$ cat config.mk
export PLATFORM = sky130hd
export DESIGN_NAME = fte_fifo
export DESIGN_NICKNAME = d
export VERILOG_FILES = /design/src/rtl/fte_fifo.sv
export SDC_FILE = /design/constraint.sdc
export NUM_CORES = 1
export LEC_CHECK = 0
export BUFFER_PORTS_ARGS = -buffer_cell sky130_fd_sc_hd__buf_2
export CAP_MARGIN = 20
export CORE_MARGIN = 5
export CORE_UTILIZATION = 52
export DETAILED_ROUTE_END_ITERATION = 8
export MAX_ROUTING_LAYER = met4
export PLACE_DENSITY = 0.86
export SYNTH_ARGS = -nofsm -noshare
export SYNTH_HDL_FRONTEND = slang
export SYNTH_SLANG_ARGS = --single-unit
$ cat constraint.sdc
create_clock -name clk -period 2.8 [get_ports clk]
set_input_delay 0.56 -clock clk [delete_from_list [all_inputs] [get_ports clk]]
set_output_delay 0.56 -clock clk [all_outputs]
set_load 0.01 [all_outputs]
$ cat src/rtl/fte_fifo.sv
// fte_fifo: two entry queue between the front and the back part
// no dependencies

module fte_fifo #(
	parameter int WIDTH = 8
) (
	input  logic             clk,
	input  logic             arst_n,
	input  logic             wr_valid,
	output logic             wr_ready,
	input  logic [WIDTH-1:0] wr_data,
	output logic             rd_valid,
	input  logic             rd_ready,
	output logic [WIDTH-1:0] rd_data
);

	logic [WIDTH-1:0] slot_q [2];
	logic             wp_q;
	logic             rp_q;
	logic [1:0]       cnt_q;
	logic             push;
	logic             pop;

	assign wr_ready = (cnt_q != 2'd2);
	assign rd_valid = (cnt_q != 2'd0);
	assign rd_data  = slot_q[rp_q];
	assign push     = wr_valid && wr_ready;
	assign pop      = rd_valid && rd_ready;

	always_ff @(posedge clk or negedge arst_n) begin
		if (!arst_n) begin
			wp_q  <= 1'b0;
			rp_q  <= 1'b0;
			cnt_q <= 2'd0;
		end else begin
			if (push) begin
				wp_q <= ~wp_q;
			end
			if (pop) begin
				rp_q <= ~rp_q;
			end
			cnt_q <= cnt_q + {1'b0, push} - {1'b0, pop};
		end
	end

	always_ff @(posedge clk) begin
		if (push) begin
			slot_q[wp_q] <= wr_data;
		end
	end

endmodule

# Word-level counts from Yosys, hierarchy flattened
# Memory sizes are Yosys's and may differ from the RTL's.
# Index checks and enable logic that the tools add are counted.
[op_classes]
add_sub_neg = 2
eq_ne = 1
mux = 2
n_bitwise = 2
n_reduce_logical = 3
[ops]
columns = ["cell", "n"]
rows = [
  ["adder 2 x 1 -> 2 bit", 1],
  ["logical AND 1 bit", 2],
  ["two-way mux 1 bit", 2],
  ["inequality test 2 bit, second input constant", 1],
  ["inverter 1 bit", 2],
  ["nonzero test 2 bit", 1],
  ["subtractor 2 x 1 -> 2 bit", 1],
]
[totals]
regBits = 4
ramBits = 16
output_inout_bits = 10
elab_cells = 14
memories = 1
[mem_list]
columns = ["name", "words", "width", "read_ports", "rd_clocked_by_memory_dff", "wr", "line", "rtl"]
rows = [
  ["slot_q", 2, 8, 1, 0, 1, "17", "logic [WIDTH-1:0] slot_q [2];"],
]

# Logic depth before layout (Yosys ltp)
# Gate-level depths: netlist (run 1).
[depth]
ltp_word = 4
depth_mapped = 7
depth_no_buf = 7

# Least setup slack after synthesis (run 1)
# No wires, ideal clock.
[synth_path]
path_type = "register -> register"
start = "register cnt_q[1]"
end = "register cnt_q[1]"
setup_time_ns = 0.123
t_arrival_ns = 1.537
t_required_ns = 2.677
setup_slack_ns = 1.141
path_stages_with_launch = 8
n_path_buf = 0
synth_period_minus_slack_ns = 1.659
cell_sequence = "dfrtp_1 > or2_1 > and2_4 > ha_1 > inv_1 > ha_1 > xnor2_1 > xnor2_1"
[synth_lines]
columns = ["item", "line", "rtl"]
rows = [
  ["start, declared", "20", "logic [1:0] cnt_q;"],
  ["start signal, assigned", "42", "cnt_q <= cnt_q + {1'b0, push} - {1'b0, pop};"],
  ["nonzero test 2 bit", "25", "assign rd_valid = (cnt_q != 2'd0);"],
  ["named net rd_valid", "12", "output logic rd_valid,"],
  ["logical AND 1 bit", "28", "assign pop = rd_valid && rd_ready;"],
  ["named net pop", "22", "logic pop;"],
  ["subtractor 2 x 1 -> 2 bit", "42", ""],
]
# The timed path passes the listed nets, and every way through them passes these cells.
# A chain may end at the register's enable or synchronous reset.

# Worst setup path after layout (run 1)
[layout_path]
start = "register rp_q"
end = "output rd_data[0]"
[layout_between]
elab_chain_cells = 1
[layout_lines]
columns = ["item", "line", "rtl"]
rows = [
  ["start, declared", "19", "logic rp_q;"],
  ["start signal, assigned", "40", "rp_q <= ~rp_q;"],
  ["memory read (2 x 8 bit)", "n/a", ""],
  ["end, declared", "14", "output logic [WIDTH-1:0] rd_data"],
]
# No other way between the ends.

==> flow_summary.ini, run 1 <==
[outcome]
status = finished clean

[floorplanning]
core_um2 = 1450
io_pins = 22
die_h_um = 48.6
initial_core_util_pct = 53.3
die_area_um2 = 2360
dieWidth_um = 48.6
rows = 14

[cells_and_area]
fin_nets = 81
drive_gt1_share_pct = 37.9
diodes = 0
stdcell_area_um2 = 921
instances_no_fill = 82
area_growth_pct = 18.9

[critical_path]
max_stage_delay_ns = 0.60
crit_fanout = 9
critPathBufInv = 1
cp_top_family = flip-flops
path_class = reg2out
startpoint_type = flop
arrival_ns = 1.40
startpoint = rp_q
end_kind = output port
required_ns = 2.24
path_cells = mux2_1 > buf_2
crit_path_top_delay_cell = dfrtp_1
reg2reg_from = cnt_q[1]

[synth]
netlist_instances = 42
synth_top_cells_by_area = edfxtp_1, dfrtp_1, mux2_1, xnor2_1, ha_1
synth_top_area_share_pct = 62.0
avgSynthCellArea_um2 = 18.4
syn-num-nets = 56
ys_seq_area_share_pct = 75.0
synth_cell_types = 14
post-synth-top-area-cell = edfxtp_1
syn_area_um2 = 774
ys_warn_count = 0
ys_seq_elements = 20

[drt]
drtIter0Drc = 2
drt-wirelength-per-cell_um = 14.6
drc_errors = 0
dr.pass1.iters = 4
ant_nets = 0
viasPerCell = 5.00
wl_mm = 1.20
dr_total_vias = 410

[sta]
slew_headroom_pct = 56.2
max_freq_mhz = 509
fin_skew_ns = 0.00796
final-setup-viol-count = 0
slew_viol_final = 0
finalHoldViolations = 0
grt_setup_unrepaired = no
fin_crit_ns = 1.96
tns_ns = 0
tightest_slew_ns = 0.655
fin_crit_sh_pct = 70.1

[global_routing]
grt_max_degree = 12
antenna_found_initial = 0
grt_pass1_vias = 449
gr-usage-all-layers_pct = 12.2
grt_pass1_wl_mm = 2.15
grt.overflow.total = 0

[power]
p_clk_share_pct = 14.8
p_switching_uw = 283
p_per_area_nw_per_um2 = 980
power_frac_comb_pct = 32.9
switching_share_pct = 31.3
p_int_uw = 620
ir_drop_mv = 0.522
p_seq_share_pct = 52.3
leakagePower_uw = 0.000374

[clock_tree]
cts_tree = built
clk_pin_slew_ns = 0.09
hold_buffers = 0
postCtsSetupBuffers = 0
cts_sinks = 20
clockBufferDepth = 2
cts_buffers = 3
root_buffer = clkbuf_4
clk_latency_ns = 0.29
htreeDepth = 1
post_cts_resized = 0

[placement]
hpwl_um = 926
dp.cells = 78
place_congestion = 0.744
place_area_um2 = 895
port_buffers = 21

[worst_hold_path]
hp-class = in2async

[job]
max_cap_viol_count = 0
metal layers:
layer,wire (um),track usage (%),vias up
met2,604,18.7,13
met4,34,6.73,0
met1,492,14.7,192
li1,-,-,201
met5,0,-,-
met3,69,3.07,4
synth_stat cells:
master and count:
edfxtp_1 16, xnor2_1 3, xor2_1 1, or2_1 1, buf_2 1, and2_4 1, nand2b_1 1, nand2_1 1
dfrtp_1 4, mux2_1 8, ha_1 2, nor2_1 1, inv_1 1, and3_1 1
worst reg2reg max path, delay by kind of cell, from the launching register on:
family                     cells  cell delay, ns
xor gates and xnor gates       2            0.31
DFF                            1            0.41
adders and majority gates      2            0.45
and+or+nand+nor                2            0.42
buffers and inverters          1            0.04
cell type report:
type	instances	area (um2)
repair buffers	21	105
multi-input cells	20	185
clock buffers	4	26.3
inverters	1	3.75
fillers	107	533
flip-flops and latches	20	581
well taps	16	20.0
power groups by stage:
stage          Clock [uW]  Sequential [uW]  Combinational [uW]
6_report              133              472                 297
4_1_cts               138              472                 307
3_5_place_dp            0              478                 307
2_1_floorplan           0              443                 227
5_1_grt               157              483                 338
3_3_place_gp            0              472                 295
through the flow:
step | setup slack, ns | power, uW | util [%] | hold WS, ns
2_1_floorplan | 1.14 | 670 | - | 0.264
3_3_place_gp | 1.13 | 767 | 61.5 | 0.369
3_5_place_dp | 1.11 | 785 | 61.5 | 0.369
4_1_cts | 0.826 | 918 | 63.3 | 0.0521
5_1_grt | 0.755 | 978 | 63.3 | 0.0296
6_report | 0.837 | 902 | 63.3 | 0.0567
logic make-up (layout without fill, tap and decap cells):
group / Yosys count / count (layout) / synth area share (%)
xor gates and xnor gates: 4 / 4 / 4.52
adders and majority gates: 2 / 2 / 3.23
buffers and inverters: 2 / 26 / 1.13
DFF: 20 / 20 / 75.0
muxes: 8 / 8 / 11.6
and+or+nand+nor: 6 / 6 / 4.52
sequential cells by signal (all words and copies together), names as in the netlist:
register	flops
cnt_q	2
slot_q	16
rp_q	1
wp_q	1
layout by cell type, fill, tap and decap left out, types with 2 or more instances in the layout:
master,instances
dfrtp_1,4
clkbuf_4,3
edfxtp_1,16
mux2_1,8
buf_2,21
ha_1,2
xnor2_1,3
worst paths after layout:
check / endpoint / slack, ns / depth (start not counted)
min: wp_q / 0.06 / 1
max reg2reg: cnt_q[1] / 1.11 / 7
max: rd_data[0] / 0.84 / 2
min reg2reg: wp_q / 0.51 / 1
max in group asynchronous: cnt_q[0] / 2.63 / 1
min in group clk: slot_q[1][2] / 0.45 / 1
No activity file was read; power rests on OpenSTA's default activity.
==> inputs of run 2 (changes only) <==
--- a/config.mk
+++ b/config.mk
@@ -8,10 +8,10 @@
 export BUFFER_PORTS_ARGS = -buffer_cell sky130_fd_sc_hd__buf_2
 export CAP_MARGIN = 20
 export CORE_MARGIN = 5
-export CORE_UTILIZATION = 52
+export CORE_UTILIZATION = 44
 export DETAILED_ROUTE_END_ITERATION = 8
 export MAX_ROUTING_LAYER = met4
-export PLACE_DENSITY = 0.86
+export PLACE_DENSITY = 0.78
 export SYNTH_ARGS = -nofsm -noshare
 export SYNTH_HDL_FRONTEND = slang
 export SYNTH_SLANG_ARGS = --single-unit
==> constraint.sdc (replaced) <==
create_clock -name clk -period 1.7 [get_ports clk]
set_input_delay 0.34 -clock clk [delete_from_list [all_inputs] [get_ports clk]]
set_output_delay 0.34 -clock clk [all_outputs]
set_load 0.01 [all_outputs]
==> flow_summary.ini, run 2 (same netlist as run 1, synthesis figures left out) <==
[outcome]
status = finished clean

[sta]
fin_crit_sh_pct = 98.5
tns_ns = 0
slew_headroom_pct = 73.7
slew_viol_final = 0
layout_setup_ws_ns = 0.0253
tightest_slew_ns = 0.394
max_freq_mhz = 597
grt_setup_unrepaired = yes
fin_skew_ns = 0.00872
final-setup-viol-count = 0
fin_crit_ns = 1.67
finalHoldViolations = 0

[global_routing]
grt_pass1_vias = 482
gr-usage-all-layers_pct = 11.0
antenna_found_initial = 0
grt.overflow.total = 0
grt_pass1_wl_mm = 1.97
grt_max_degree = 13

[clock_tree]
htreeDepth = 1
cts_sinks = 20
clk_pin_slew_ns = 0.12
clk_latency_ns = 0.31
root_buffer = clkbuf_4
cts_buffers = 3
clockBufferDepth = 2
cts_tree = built

[placement]
place_congestion = 0.609
hpwl_um = 840
port_buffers = 21
pre_cts_ws_ns = 0.0170

[floorplanning]
initial_core_util_pct = 45.3
io_pins = 22
die_area_um2 = 2700
dieWidth_um = 52.0
rows = 15
die_h_um = 52.0
core_um2 = 1710

[cells_and_area]
fin_nets = 86
area_growth_pct = 33.3
diodes = 0
reg_top3 = slot_q (16), cnt_q (2)
nFillCells = 142
largest_register = slot_q
multi_input_area_um2 = 218
final_cell_mix = buf_2, edfxtp_1, mux2_1
regArea_um2 = 582
final_common_cell = buf_2
largest_reg_flops = 16
drive_gt1_share_pct = 49.3

[drt]
ant_nets = 0
drt-wirelength-per-cell_um = 13.6
dr_total_vias = 456
drtIter0Drc = 2
dr.pass1.iters = 2
drc_errors = 0
wl_mm = 1.31
viasPerCell = 4.75

[critical_path]
required_ns = 1.89
crit_fanout = 3
path_class = reg2reg
startpoint_type = flop
end_kind = flop
arrival_ns = 1.87

[power]
leakagePower_uw = 0.000414
ir_drop_mv = 0.940
p_per_area_nw_per_um2 = 1740

[job]
max_cap_viol_count = 0

[worst_hold_path]
hp-class = in2reg
[run 2: layer usage]
metal	routed length (um)	part of all wire (%)	vias to the layer above	GRT usage, %
li1	-	-	210	-
met1	494	38	221	10.7
met2	692	53	18	18.4
met3	65	5.0	7	2.58
met4	56	4.3	0	9.17
met5	0	0	-	-
[run 2: per-stage QoR]
| stage | cells | power, uW | hold slack [ns] | util, % | cell area, um2 |
|---|---|---|---|---|---|
| floorplan | 42 | 1100 | 0.0444 | - | 774 |
| global placement | 88 | 1270 | 0.151 | 53.5 | 913 |
| detailed placement | 88 | 1290 | 0.156 | 53.5 | 913 |
| CTS | 95 | 1720 | 0.201 | 58.1 | 992 |
| global route | 96 | 1930 | 0.190 | 60.4 | 1030 |
| finish | 96 | 1800 | 0.211 | 60.4 | 1030 |
[run 2: cell type report]
cell class                 count  area share (%)
multi-input combinational     20            21.1
timing repair buffer          26            14.1
clock buffer                   3            2.18
inverter                       1           0.364
tap                           25            3.03
clock inverter                 1            2.91
sequential                    20            56.4
[run 2: timing repair]
action,in CTS,in global routing
hold endpoints to repair,4,0
resized for setup,1,5
hold buffers,1,0
setup endpoints to repair,9,5
setup buffers,2,1
pin swaps,4,4
[run 2: worst max-delay path, stage by stage, from the launching register on]
cell and delay (ns):
dfrtp_1 0.43, or2_1 0.24, and2_4 0.18, ha_4 0.26, inv_2 0.04, ha_4 0.15
xnor2_2 0.13, xnor2_1 0.13
[run 2: final timing paths]
| kind | from | to | slack, ns | cells after the start |
|---|---|---|---|---|
| setup / recovery | cnt_q[0] | cnt_q[1] | 0.03 | 7 |
| setup reg to reg | cnt_q[0] | cnt_q[1] | 0.03 | 7 |
| min in group asynchronous | arst_n | wp_q | 0.34 | 2 |
| hold reg to reg | wp_q | wp_q | 0.51 | 1 |
| hold / removal | wr_data[7] | slot_q[1][7] | 0.21 | 1 |
| max in group asynchronous | arst_n | rp_q | 1.21 | 2 |
[run 2: power breakdown]
| group | internal, uW | total [uW] | leakage [uW] | switching (uW) |
|---|---|---|---|---|
| clock | 239 | 387 | 0.0000279 | 148 |
| sequential | 687 | 777 | 0.000194 | 89.5 |
| combinational | 338 | 632 | 0.000192 | 294 |
| total | 1260 | 1800 | 0.000414 | 532 |
==> inputs of run 3 (changes only) <==
--- a/config.mk
+++ b/config.mk
@@ -11,7 +11,7 @@
 export CORE_UTILIZATION = 44
 export DETAILED_ROUTE_END_ITERATION = 8
 export MAX_ROUTING_LAYER = met4
-export PLACE_DENSITY = 0.78
+export PLACE_DENSITY = 0.83
 export SYNTH_ARGS = -nofsm -noshare
 export SYNTH_HDL_FRONTEND = slang
 export SYNTH_SLANG_ARGS = --single-unit
==> flow_summary.ini, run 3 (same netlist as run 1, synthesis figures left out) <==
[cells_and_area]
nFillCells = 139
instances_no_fill = 97
final_common_cell = buf_2
final_cell_mix = buf_2, edfxtp_1, mux2_1
drive_gt1_share_pct = 48.6
reg_top3 = slot_q (16), cnt_q (2)
largest_register = slot_q
largest_reg_flops = 16
diodes = 0
fin_nets = 87
area_growth_pct = 29.9

[critical_path]
crit_path_top_delay_cell = dfrtp_1
rrSetupSlack_ns = 0.08
startpoint_type = flop
required_ns = 1.88
end_kind = flop
max_stage_delay_ns = 0.41
path_class = reg2reg
crit_fanout = 2
arrival_ns = 1.80
path_cells = or2_1 > and2_4 > ha_4 > inv_1 > ha_2 > xnor2_2 > xnor2_1
cp_top_family = simple AND/OR/NAND/NOR gates
critPathBufInv = 1

[sta]
tightest_slew_ns = 0.407
fin_crit_ns = 1.62
fin_skew_ns = 0.000401
final-setup-viol-count = 0
grt_setup_unrepaired = no
finalHoldViolations = 0
fin_crit_sh_pct = 95.5
slew_viol_final = 0
slew_headroom_pct = 72.9
max_freq_mhz = 616

[power]
leakagePower_uw = 0.000406
p_switching_uw = 498
switching_share_pct = 31.1
finalPower_uw = 1600
p_int_uw = 1100
p_seq_share_pct = 48.1
p_clk_share_pct = 13.4
p_per_area_nw_per_um2 = 1590
power_frac_comb_pct = 38.5
ir_drop_mv = 0.887

[drt]
wl_mm = 1.22
dr.pass1.iters = 2
drc_errors = 0
drt-wirelength-per-cell_um = 12.6
ant_nets = 0
viasPerCell = 4.59
drtIter0Drc = 2
dr_total_vias = 445

[placement]
port_buffers = 21
place_congestion = 0.588
hpwl_um = 857
dp.cells = 88

[worst_hold_path]
hp-class = in2reg

[floorplanning]
io_pins = 22
initial_core_util_pct = 45.3
die_h_um = 52.0
rows = 15
core_um2 = 1710
die_area_um2 = 2700
dieWidth_um = 52.0

[clock_tree]
root_buffer = clkbuf_4
cts_tree = built
clk_latency_ns = 0.28
clk_pin_slew_ns = 0.10
cts_sinks = 20
htreeDepth = 1
clockBufferDepth = 2
cts_buffers = 3

[global_routing]
grt_pass1_vias = 474
antenna_found_initial = 0
grt_pass1_wl_mm = 1.93
grt_max_degree = 12
grt.overflow.total = 0
gr-usage-all-layers_pct = 10.5

[outcome]
status = finished clean

[job]
max_cap_viol_count = 0
==> run 3: cell type report <==
class | count | area [um2] | share of cell area, %
Sequential cell | 20 | 582 | 57.8
Multi-Input combinational cell | 20 | 210 | 20.9
Timing Repair Buffer | 27 | 153 | 15.2
Tap cell | 25 | 31.3 | 3.11
Clock buffer | 3 | 22.5 | 2.24
Clock inverter | 1 | 3.75 | 0.373
Inverter | 1 | 3.75 | 0.373
==> run 3: worst paths after layout <==
check / cells after the start / end / from
setup reg to reg: 7 / cnt_q[1] / cnt_q[1]
hold reg to reg: 1 / wp_q / wp_q
setup / recovery: 7 / cnt_q[1] / cnt_q[1]
max in group asynchronous: 2 / rp_q / arst_n
hold / removal: 1 / slot_q[1][4] / wr_data[4]
min in group asynchronous: 2 / cnt_q[0] / arst_n
==> run 3: per-layer routing <==
| metal | wire length, um | vias to the layer above | global-route usage [%] |
|---|---|---|---|
| met2 | 631 | 16 | 18.4 |
| li1 | - | 214 | - |
| met3 | 131 | 0 | 4.01 |
| met5 | 0 | - | - |
| met4 | 0 | 0 | 5.24 |
| met1 | 458 | 215 | 10.1 |
==> run 3: power groups by stage <==
| stage | Clock (uW) | Sequential (uW) | Combinational, uW |
|---|---|---|---|
| floorplan | 0 | 730 | 374 |
| global placement | 0 | 778 | 487 |
| detailed placement | 0 | 787 | 513 |
| CTS | 226 | 770 | 562 |
| global route | 251 | 786 | 680 |
| finish | 214 | 770 | 617 |
==> run 3: stage by stage <==
step / worst slack (ns) / instance area (um2) / TNS (ns) / utilization, % / hold WS (ns)
2_1_floorplan: 0.0405 / 774 / 0 / - / 0.0444
3_3_place_gp: 0.0768 / 913 / 0 / 53.5 / 0.149
3_5_place_dp: -0.00770 / 913 / -0.00770 / 53.5 / 0.152
4_1_cts: 0.0226 / 968 / 0 / 56.7 / 0.223
5_1_grt: 0.0180 / 1010 / 0 / 58.9 / 0.209
6_report: 0.0757 / 1010 / 0 / 58.9 / 0.235
==> run 3: timing repair <==
action / in CTS / in global routing
endpoints found under the hold margin: 4 / 0
resized for setup: 2 / 3
pin swaps: 3 / 4
setup buffers: 2 / 2
gates cloned: 0 / 0
hold buffers: 1 / 0
setup endpoints to repair: 9 / 1
