`src/rtl/fte_pkg.sv`:
```
// fte_pkg: shared types and constants for the flow table idle expiry block
// no dependencies; imported by fte_front, fte_back and the top level

package fte_pkg;

	localparam int TIME_W    = 64;
	localparam int TIMEOUT_W = 40;
	localparam int CNT_W     = 13;
	localparam int LEN_W     = 16;
	localparam int KEY_W     = 96;
	localparam int DELTA_W   = 13;

	localparam logic [TIMEOUT_W-1:0] TIMEOUT_RESET = 40'd9000000;

	// len*8/100 == (2*len)/25, done as a reciprocal multiply with one correction step
	localparam int X_W         = LEN_W + 1;
	localparam int RECIP_W     = 16;
	localparam int PROD_W      = X_W + RECIP_W;
	localparam int RECIP_SHIFT = 20;
	localparam logic [RECIP_W-1:0] RECIP = 16'd41943;
	localparam logic [X_W-1:0] LINK_DIV = 17'd25;

	typedef struct packed {
		logic [31:0] src_addr;
		logic [31:0] dst_addr;
		logic [15:0] sport;
		logic [15:0] dport;
		logic [15:0] packet_length;
	} fte_in_t;

	typedef struct packed {
		logic              new_flow;
		logic              table_full;
		logic [CNT_W-1:0]  expired_count;
		logic [TIME_W-1:0] arrival_time;
	} fte_out_t;

	// front to back: flow key and the time step for this packet
	typedef struct packed {
		logic [KEY_W-1:0]   key;
		logic [DELTA_W-1:0] delta;
	} fte_work_t;

	typedef enum logic [3:0] {
		ST_IDLE,
		ST_EXP_RD,
		ST_EXP_CHK,
		ST_SRCH_CHK,
		ST_ALLOC,
		ST_INSERT,
		ST_HIT_W1,
		ST_HIT_W2,
		ST_DONE
	} fte_state_t;

endpackage

```
`src/rtl/fte_front.sv`:
```
// fte_front: accepts packets, forms the flow key and the transmit time step
// depends on fte_pkg

module fte_front
	import fte_pkg::*;
(
	input  logic      clk,
	input  logic      arst_n,
	input  logic      in_valid,
	output logic      in_ready,
	input  fte_in_t   in_data,
	output logic      work_valid,
	input  logic      work_ready,
	output fte_work_t work_data
);

	logic               v_s1;
	logic [KEY_W-1:0]   key_s1;
	logic [X_W-1:0]     x_s1;
	logic [PROD_W-1:0]  prod_s1;
	logic               v_s2;
	fte_work_t          work_s2;
	logic               adv_s1;
	logic               adv_s2;
	logic [DELTA_W-1:0] q0;
	logic [X_W-1:0]     rem;
	logic [DELTA_W-1:0] quot;

	assign adv_s2   = !v_s2 || work_ready;
	assign adv_s1   = !v_s1 || adv_s2;
	assign in_ready = adv_s1;

	// estimate is floor or one below, remainder stays under twice the divisor
	assign q0   = prod_s1[RECIP_SHIFT +: DELTA_W];
	assign rem  = x_s1 - X_W'(q0 * LINK_DIV);
	assign quot = (rem >= LINK_DIV) ? q0 + DELTA_W'(1) : q0;

	always_ff @(posedge clk or negedge arst_n) begin
		if (!arst_n) begin
			v_s1 <= 1'b0;
			v_s2 <= 1'b0;
		end else begin
			if (adv_s1) begin
				v_s1 <= in_valid;
			end
			if (adv_s2) begin
				v_s2 <= v_s1;
			end
		end
	end

	always_ff @(posedge clk) begin
		if (adv_s1 && in_valid) begin
			key_s1  <= {in_data.src_addr, in_data.dst_addr, in_data.sport,
				in_data.dport};
			x_s1    <= {in_data.packet_length, 1'b0};
			prod_s1 <= PROD_W'({in_data.packet_length, 1'b0}) * PROD_W'(RECIP);
		end
		if (adv_s2 && v_s1) begin
			work_s2.key   <= key_s1;
			work_s2.delta <= quot;
		end
	end

	assign work_valid = v_s2;
	assign work_data  = work_s2;

endmodule

```
`config.mk`:
```
export PLATFORM = sky130hd
export DESIGN_NAME = fte_front
export DESIGN_NICKNAME = d
export VERILOG_FILES = /design/src/rtl/fte_pkg.sv /design/src/rtl/fte_front.sv
export SDC_FILE = /design/constraint.sdc
export NUM_CORES = 1
export LEC_CHECK = 0
export BUFFER_PORTS_ARGS = -buffer_cell sky130_fd_sc_hd__buf_2
export CAP_MARGIN = 10
export CORE_MARGIN = 2
export CORE_UTILIZATION = 45
export DETAILED_ROUTE_END_ITERATION = 8
export PLACE_DENSITY = 0.66
export SLEW_MARGIN = 20
export SYNTH_ARGS = -nofsm -noshare
export SYNTH_HDL_FRONTEND = slang
export SYNTH_SLANG_ARGS = --single-unit
```
`constraint.sdc`:
```
create_clock -name clk -period 12.5 [get_ports clk]
set_input_delay 0.625 -clock clk [delete_from_list [all_inputs] [get_ports clk]]
set_output_delay 0.625 -clock clk [all_outputs]
set_load 0.02 [all_outputs]
```
=== Word-level counts from Yosys, hierarchy flattened ===
Index checks and enable logic that the tools add are counted.

* Word-level logic and storage cells: 19
* Input bits: 116
* Register bits after elaboration: 255

* Multipliers: 2
* Reduce and logical (&&, ||, !) cells: 6
* Multiplexer cells: 1
* $lt $le $gt $ge: 1
* Add/sub/neg operators: 2

{| class="wikitable"
|+ Operators with widths
! operator !! count
|-
| multiplier 16 x 16 -> 32 bit, second input constant || 1
|-
| >= comparator 17 x 5 -> 1 bit, second input constant || 1
|-
| multiplier 13 x 5 -> 17 bit, second input constant || 1
|-
| subtractor 17 bit || 1
|-
| adder 13 x 1 -> 13 bit, second input constant || 1
|-
| two-way mux 13 bit || 1
|-
| logical AND 1 bit || 2
|-
| logical NOT 1 bit || 2
|-
| logical OR 1 bit || 2
|}

=== Depth between registers and ports, before layout ===
Gate-level depths: netlist of run 1.

* Depth after elaboration: 4
* Depth in mapped cells: 21

=== Worst setup path after synthesis of run 1 ===
OpenSTA, ideal clock, no wires.

* Path kind: input to register
* Start: input in_data[9] in the netlist's numbering
* End: register prod_s1[27] (data pin)
* Setup slack: 7053 ps
* Stages on the path: 19
* Data arrival time: 5182 ps
* Data required time: 12235 ps
* Path through: ha_1 -> inv_1 -> fa_1 -> inv_1 -> fa_1 -> fa_1 -> fa_1 -> inv_1 -> fa_1 -> inv_1 -> ha_1 -> a21oi_1 -> o21ai_0 -> a21oi_1 -> a21boi_0 -> o41a_1 -> a21oi_1 -> o21ai_0 -> xor2_1

* Word-level cells in the longest chain between the ends: 1

{| class="wikitable"
|+ RTL lines
! item !! RTL line !! source
|-
| start: declaration || fte_front.sv:11 || <nowiki>input fte_in_t in_data,</nowiki>
|-
| multiplier 16 x 16 -> 32 bit || fte_front.sv:57 || <nowiki>prod_s1 <= PROD_W'({in_data.packet_length, 1'b0}) * PROD_W'(RECIP);</nowiki>
|-
| end signal: assignment || fte_front.sv:57 ||
|-
| end: declaration || fte_front.sv:20 || <nowiki>logic [PROD_W-1:0] prod_s1;</nowiki>
|}

No other way between the ends.
A chain may end at the register's enable or synchronous reset.

=== Worst setup path in the final report of run 1 ===
* Start: input in_data[14] in the netlist's numbering
* End: register prod_s1[32] (data pin)

The elaborated chain is that of the path after synthesis.

==> reports/metrics.yaml, run 1 <==
core_area_um2: 32300
finalSetupTns_ns: 0
path_max_fanout: 10
grt_usage: 0.168
row_count: 66
synthTopCellsByCount: "inv_1, edfxtp_1, ha_1"
finalSetupViolCount: 0
ys_top_cells_by_area: "edfxtp_1, ha_1, fa_1"
slew_viol_final: 0
rsz0062_at_grt: "no"
max_freq_ghz: 0.176
relSlewSlack: 0.293
synthArstFlopShare: 0.00847
ys_warn_count: 0
fin_crit_sh: 0.455
tightestPinTransition_ns: 1.06
synth_fp_nets: 1528
reg2reg_depth: 14
syn_inst: 1093
timing.rr.end: "work_data[1]$_DFFE_PP_"
r2r_start: "prod_s1[26]$_DFFE_PP_"
dr.first_iter.drc_count: 324
ys.flop_type: "edfxtp_1"
cts_num_sinks: 236
hold_violations: 0
die-height_um: 184
fillers: 2723
cpMostUsedCell: "fa_1"
fin_crit_ns: 5.69
final_nets: 1781
clockBufferDepth: 3
drive_gt1_frac: 0.199
drv_cap: 0
cp-startpoint: "in_data[14]"
slowest_delay_ns: 0.55
worstSetupStartpointType: "input port"
cpLargestDelayFamily: "adder cells"
required_ns: 12.76
syn_avg_cell_area_um2: 13.4
drc: 0
ys_ff_latch: 236
min_to: "key_s1[80]$_DFFE_PP_"
rrSetupSlack_ns: 7.26
synth_edf_count: 234
htreeDepth: 1
holdPathStages: 1
gr-total-overflow: 0
yosysTopAreaCell: "edfxtp_1"
status: "completed"
drt-total-wl_mm: 28.5
syn_area_um2: 14600
ios: 227
vias_per_cell: 4.73
cts_tree: "yes"
grt_antenna_before_repair: 1
crit_slowest_cell: "fa_1"
synth_top_area_share: 0.480
multi_input_area_um2: 6390
cts_root_buf: "clkbuf_16"
crit_buf_inv: 5
post-dp-hpwl_mm: 22.4
drt_pass1_iterations: 5
yosys.cell_count.top_type: "inv_1"
initial_utilization: 0.453
place_congestion: 0.861
criticalPathCategory: "in -> reg"
post-place-ws_ns: 6.22
numPortBuffers: 226
ys_types: 57
area_growth_syn_to_layout_pct: 17.2
vias: 8551
grt_pass1_vias: 8835
ant_nets: 0
avgRoutedWirePerCell_um: 15.8
cts-buffers-inserted: 26
endpoint_kind: "flip-flop"
synth.yosys.seq_area_share: 0.483
cts_resized: 0
hp-start: "in_data[96]"
hold_class: "in -> reg"
cp_cell_sequence: "buf_2 > inv_1 > ha_1 > fa_1 > inv_1 > fa_1 > fa_1 > fa_1 > inv_1 > fa_1 > inv_1 > ha_1 > nand2_1 > nor2_1 > o211ai_1 > a21boi_0 > o21ai_0 > o211a_1 > nor3_1 > xnor2_1"
grt_pass1_wl_mm: 44.8
die_x_um: 184
cp_data_arrival_time_ns: 5.95
grt_max_degree: 84
seq_area_um2: 7080
fin_skew_ns: 0.0122
insertion_delay_ns: 0.52
timing.final.ws_setup_ns: 6.81
clk_pin_slew_ns: 0.06
die_area_um2: 34000
worst max path at each step:
stage,endpoint,slack [ns],cells past startpoint
detailed placement,prod_s1[32]$_DFFE_PP_,6.22,20
global placement,prod_s1[32]$_DFFE_PP_,6.30,20
CTS,prod_s1[32]$_DFFE_PP_,6.78,20
finish,prod_s1[32]$_DFFE_PP_,6.81,20
floorplan,prod_s1[27]$_DFFE_PP_,7.05,19
global route,prod_s1[32]$_DFFE_PP_,6.50,20
through the flow:
step | hold WS [ns] | cell area, um2 | util | cells
after floorplan | 0.329 | 14600 | - | 1093
after global placement | 0.400 | 16300 | 0.505 | 1759
after detailed placement | 0.405 | 16300 | 0.505 | 1759
after CTS | 0.256 | 17200 | 0.531 | 1806
after global routing | 0.256 | 17200 | 0.531 | 1806
final | 0.281 | 17200 | 0.531 | 1807
what timing repair did:
item                      4_1_cts  5_1_grt
hold endpoints to repair        2        0
buffers inserted                0        0
hold buffers                    1        0
worst reg2reg max path, stage by stage, from the launching register on:
cell and delay [ns]:
edfxtp_1 0.52, ha_1 0.34, inv_1 0.05, fa_1 0.52, inv_1 0.05, fa_1 0.52
inv_1 0.04, ha_1 0.40, nor3b_1 0.19, a21oi_1 0.18, o311ai_0 0.17, a2111oi_0 0.69
nand4_1 0.19, and4b_1 0.68, mux2_1 0.42
cell families after synthesis:
group,Yosys count,synth area share
XOR/XNOR,36,0.0215
AO/OA/AOI/OAI,83,0.0397
AND/OR/NAND/NOR,108,0.0387
flip-flops,236,0.483
adder cells (fa/ha/maj),319,0.335
buffers and inverters,309,0.0804
multiplexers,2,0.00145
cells in the final DEF, fill, tap and decap left out, types with 3 or more instances in the layout:
cell type and count:
inv_1 305, edfxtp_1 234, buf_2 226, ha_1 198, fa_1 121, clkbuf_16 27
nor2_1 25, a21oi_1 22, xor2_1 20, nand2_1 16, nor3_1 16, xnor2_1 16
o21ai_0 13, nand3_1 10, a21o_1 9, nand4_1 8, clkbuf_1 8, nand2b_1 6
nor3b_1 5, o211a_1 4, a211o_1 3, o211ai_1 3, nor2b_1 3, o2111ai_1 3
clkinv_4 3
registers in the layout, indices dropped and copies added, names as in the netlist:
signal,count
prod_s1,14
v_s1,1
work_data,109
key_s1,96
x_s1,15
work_valid,1
cell type report:
cell class | count | share of cell area
Tap cell | 442 | 0.0322
Antenna cell | 1 | 0.000146
Timing Repair Buffer | 229 | 0.0674
Multi-Input combinational cell | 548 | 0.372
Inverter | 305 | 0.0667
Clock inverter | 11 | 0.00758
Clock buffer | 35 | 0.0411
Sequential cell | 236 | 0.412
per-layer routing:
metal | vias up | routed length [um] | global-route usage
met5 | - | 0 | 0
met4 | 0 | 456 | 0.0394
met3 | 35 | 2020 | 0.0292
met2 | 249 | 13600 | 0.289
met1 | 4124 | 12500 | 0.223
li1 | 4143 | - | -
Power of run 1 is not shown: default switching activity piles up to over one toggle a cycle in this logic, so the estimate is an artifact.
==> run 2: changes to the inputs <==
PLACE_DENSITY = 0.68   (was 0.66)
clock period = 5 ns   (was 12.5 ns; I/O delays follow)
==> reports/metrics.yaml, run 2 (synthesis gave the netlist of run 1 again) <==
initial_utilization: 0.453
status: "completed"
drc: 0
path_max_fanout: 5
holdWs_ns: 0.0373
grt_usage: 0.181
tightestPinTransition_ns: 0.775
area_growth_syn_to_layout_pct: 29.3
required_ns: 5.24
post-dp-hpwl_mm: 23.4
clk_pin_slew_ns: 0.06
cts_tree: "yes"
timing.rr.end: "work_data[1]$_DFFE_PP_"
post-place-ws_ns: -0.521
clockBufferDepth: 3
vias_per_cell: 4.64
grt_max_degree: 61
reg2reg_depth: 14
fin_crit_ns: 4.83
grt_pass1_vias: 9659
row_count: 66
place_congestion: 0.813
relSlewSlack: 0.484
worstSetupStartpointType: "input port"
fin_crit_sh: 0.967
ios: 227
die-height_um: 184
die_area_um2: 34000
avgRoutedWirePerCell_um: 15.7
fin_cells: 1977
cts_root_buf: "clkbuf_16"
drt-total-wl_mm: 31.0
rrSetupSlack_ns: 0.24
max_freq_ghz: 0.207
drv_cap: 0
criticalPathCategory: "in -> reg"
ant_nets: 0
numPortBuffers: 226
cts_num_sinks: 236
dr.first_iter.drc_count: 433
hold_violations: 0
finalSetupViolCount: 0
slew_viol_final: 0
final_cell_mix: "inv_1, edfxtp_1, buf_2, ha_1, fa_1"
fillers: 2572
cp_data_arrival_time_ns: 5.08
htreeDepth: 1
drt_pass1_iterations: 4
cts-buffers-inserted: 23
grt_pass1_wl_mm: 48.6
r2r_start: "prod_s1[22]$_DFFE_PP_"
cp-startpoint: "in_data[6]"
timing.final.ws_setup_ns: 0.166
endpoint_kind: "flip-flop"
hold_class: "in -> reg"
drive_gt1_frac: 0.256
die_x_um: 184
core_area_um2: 32300
final_nets: 1955
insertion_delay_ns: 0.49
dpl.cell_count: 1838
fin_skew_ns: 0.00639
vias: 9180
gr-total-overflow: 0
grt_antenna_before_repair: 1
largest_register_ffs: 109
final_common_cell: "inv_1"
endpoint: "prod_s1[26]$_DFFE_PP_"
-- run 2: cell types whose count changed in the layout (fill, tap and decap cells not counted), moves of 10 or more --
cell,previous run,this run
inv_2,0,10
buf_2,226,215
inv_1,305,295
ha_1,198,178
ha_4,0,17
dlygate4sd3_1,1,98
buf_4,2,85
-- run 2: per-layer routing --
metal | vias up | global-route usage | routed length, um
met2 | 221 | 0.327 | 15600
met5 | - | 0 | 0
li1 | 4483 | - | -
met4 | 0 | 0.0288 | 301
met3 | 29 | 0.0251 | 1730
met1 | 4447 | 0.236 | 13300
-- run 2: layout make-up --
type | instances | area, um2 | share of cell area
multi-input cells | 548 | 6660 | 0.352
clock inverters | 12 | 124 | 0.00654
repair buffers | 406 | 2770 | 0.147
well taps | 442 | 553 | 0.0292
diodes | 1 | 2.50 | 0.000132
clock buffers | 27 | 591 | 0.0312
inverters | 305 | 1140 | 0.0605
flip-flops and latches | 236 | 7080 | 0.374
-- run 2: repair_timing --
action | in CTS | in global routing
pin swaps | 1 | 27
setup buffers | 0 | 1
gates resized for setup | 0 | 61
hold endpoints to repair | 99 | 0
hold buffers | 98 | 0
setup endpoints to repair | 1 | 22
-- run 2: through the flow --
stage	cell area, um2	setup TNS [ns]	util
2_1_floorplan	14700	0	-
3_3_place_gp	17000	-3.81	0.526
3_5_place_dp	17000	-4.81	0.526
4_1_cts	18700	0	0.578
5_1_grt	18900	-0.0127	0.586
6_report	18900	0	0.586
-- run 2: how the worst min path moves through the flow --
stage	start	endpoint	slack [ns]	cells after the start
after floorplan	arst_n	v_s1$_DFFE_PN0N_	-0.05	0
after detailed placement	arst_n	work_valid$_DFFE_PN0P_	0.04	1
after CTS	work_ready	work_valid$_DFFE_PN0P_	0.03	3
final	work_ready	work_valid$_DFFE_PN0P_	0.04	3
after global placement	arst_n	work_valid$_DFFE_PN0P_	0.04	1
after global routing	work_ready	work_valid$_DFFE_PN0P_	0.05	3
-- run 2: worst max-delay path: stages --
cell and delay [ns]:
buf_4 0.15, buf_4 0.16, fa_1 0.47, ha_1 0.23, fa_1 0.57, fa_2 0.45
fa_1 0.48, inv_1 0.05, fa_1 0.52, inv_1 0.04, ha_1 0.28, nand2_1 0.11
nor2_2 0.07, a21oi_2 0.13, a21boi_2 0.08, o41a_1 0.47, a211o_1 0.32, a21oi_2 0.16
xnor2_1 0.08
Power of run 2 is left out for the same reason.
==> run 3: changes to the inputs <==
PLACE_DENSITY = 0.66   (was 0.68)
clock period = 6 ns   (was 5 ns; I/O delays follow)
==> reports/metrics.yaml, run 3 (synthesis gave the netlist of run 1 again) <==
crit_cells: 19
tightestPinTransition_ns: 0.929
cts_root_buf: "clkbuf_16"
final_cell_mix: "inv_1, edfxtp_1, buf_2, ha_1, fa_1"
final_nets: 1883
crit_slowest_cell: "fa_1"
cp_cell_sequence: "buf_2 > buf_4 > fa_1 > ha_1 > fa_1 > fa_1 > fa_1 > inv_1 > fa_1 > inv_1 > ha_1 > nand2_1 > nor2_1 > o211ai_1 > a21boi_0 > o21ai_0 > o211a_1 > nor3_1 > xnor2_1"
numPortBuffers: 226
post-place-ws_ns: 0.117
grt_usage: 0.176
cp_data_arrival_time_ns: 5.55
core_area_um2: 32300
cts_num_sinks: 236
holdPathStages: 3
grt_pass1_wl_mm: 47.3
drive_gt1_frac: 0.188
fin_crit_sh: 0.881
r2r_start: "prod_s1[27]$_DFFE_PP_"
relSlewSlack: 0.380
reg2reg_depth: 14
n_antenna_cell: 0
criticalPathCategory: "in -> reg"
post-dp-hpwl_mm: 22.0
rsz0062_at_grt: "no"
gr-total-overflow: 0
drv_cap: 0
htreeDepth: 1
hold_violations: 0
crit_buf_inv: 4
place_congestion: 0.839
drt-total-wl_mm: 29.4
timing.final.ws_setup_ns: 0.716
clockBufferDepth: 3
finalSetupViolCount: 0
drt_pass1_iterations: 5
drc: 0
path_max_fanout: 6
max_freq_ghz: 0.189
vias_per_cell: 4.68
die_x_um: 184
final_common_cell: "inv_1"
multi_input_area_um2: 6390
cpMostUsedCell: "fa_1"
insertion_delay_ns: 0.51
fin_skew_ns: 0.0100
largest_register_ffs: 109
initial_utilization: 0.453
seq_area_um2: 7080
hp-start: "work_ready"
ant_nets: 0
finalSetupTns_ns: 0
cpLargestDelayFamily: "adder cells"
ios: 227
cts_tree: "yes"
dr.first_iter.drc_count: 439
required_ns: 6.26
die-height_um: 184
endpoint_kind: "flip-flop"
clk_pin_slew_ns: 0.06
row_count: 66
area_growth_syn_to_layout_pct: 23.5
grt_max_degree: 72
die_area_um2: 34000
grt_antenna_before_repair: 0
cts_resized: 0
fillers: 2628
avgRoutedWirePerCell_um: 15.4
cp-startpoint: "in_data[8]"
slowest_delay_ns: 0.55
status: "completed"
grt_pass1_vias: 9393
worstSetupStartpointType: "input port"
vias: 8934
rrSetupSlack_ns: 0.73
slew_viol_final: 0
hold_class: "in -> reg"
fin_crit_ns: 5.28
cts-buffers-inserted: 24
run 3: changes by cell type in the layout (fill, tap and decap cells not counted), moves of 3 or more:
cell      delta
buf_4       -76
inv_2       -10
ha_4        -17
a21oi_2      -6
fa_1         +3
a21oi_1      +6
fa_2         -3
inv_1       +10
ha_1        +20
buf_6        -5
buf_2       +11
ha_2         -3
clkbuf_4     -3
o21ai_0      +4
run 3: routing by layer:
metal,up-vias,track usage,share of wire
met3,18,0.0213,0.055
met5,-,0,0
li1,4341,-,-
met1,4324,0.231,0.44
met2,251,0.318,0.50
met4,0,0.0320,0.0098
run 3: layout make-up:
class,instances,share of cell area
flip-flops and latches,236,0.391
multi-input cells,548,0.353
repair buffers,333,0.121
inverters,305,0.0633
clock buffers,32,0.0360
well taps,442,0.0306
clock inverters,12,0.00505
run 3: worst paths after layout:
check / endpoint
hold / removal: work_valid$_DFFE_PN0P_
min in group asynchronous: work_valid$_DFFE_PN0P_
setup reg to reg: work_data[1]$_DFFE_PP_
setup / recovery: prod_s1[32]$_DFFE_PP_
hold reg to reg: work_data[79]$_DFFE_PP_
max in group asynchronous: v_s1$_DFFE_PN0N_
run 3: tightest hold or removal path: cells and delay by family:
family,cells,cell delay [ns]
and+or+nand+nor,2,0.17
buffers and inverters,1,0.08
run 3: timing repair:
| action | 4_1_cts | 5_1_grt |
|---|---|---|
| buffers inserted | 0 | 0 |
| hold endpoints to repair | 99 | 0 |
| hold buffers | 98 | 0 |
run 3: metrics by stage:
step           hold slack [ns]  instances  cell area (um2)   util
4_1_cts                 0.0668       1908            18100  0.560
3_3_place_gp            0.0850       1766            16400  0.507
5_1_grt                 0.0830       1908            18100  0.560
6_report                0.0814       1908            18100  0.560
2_1_floorplan          0.00441       1093            14600      -
3_5_place_dp            0.0909       1766            16400  0.507
Power of run 3 is left out for the same reason.
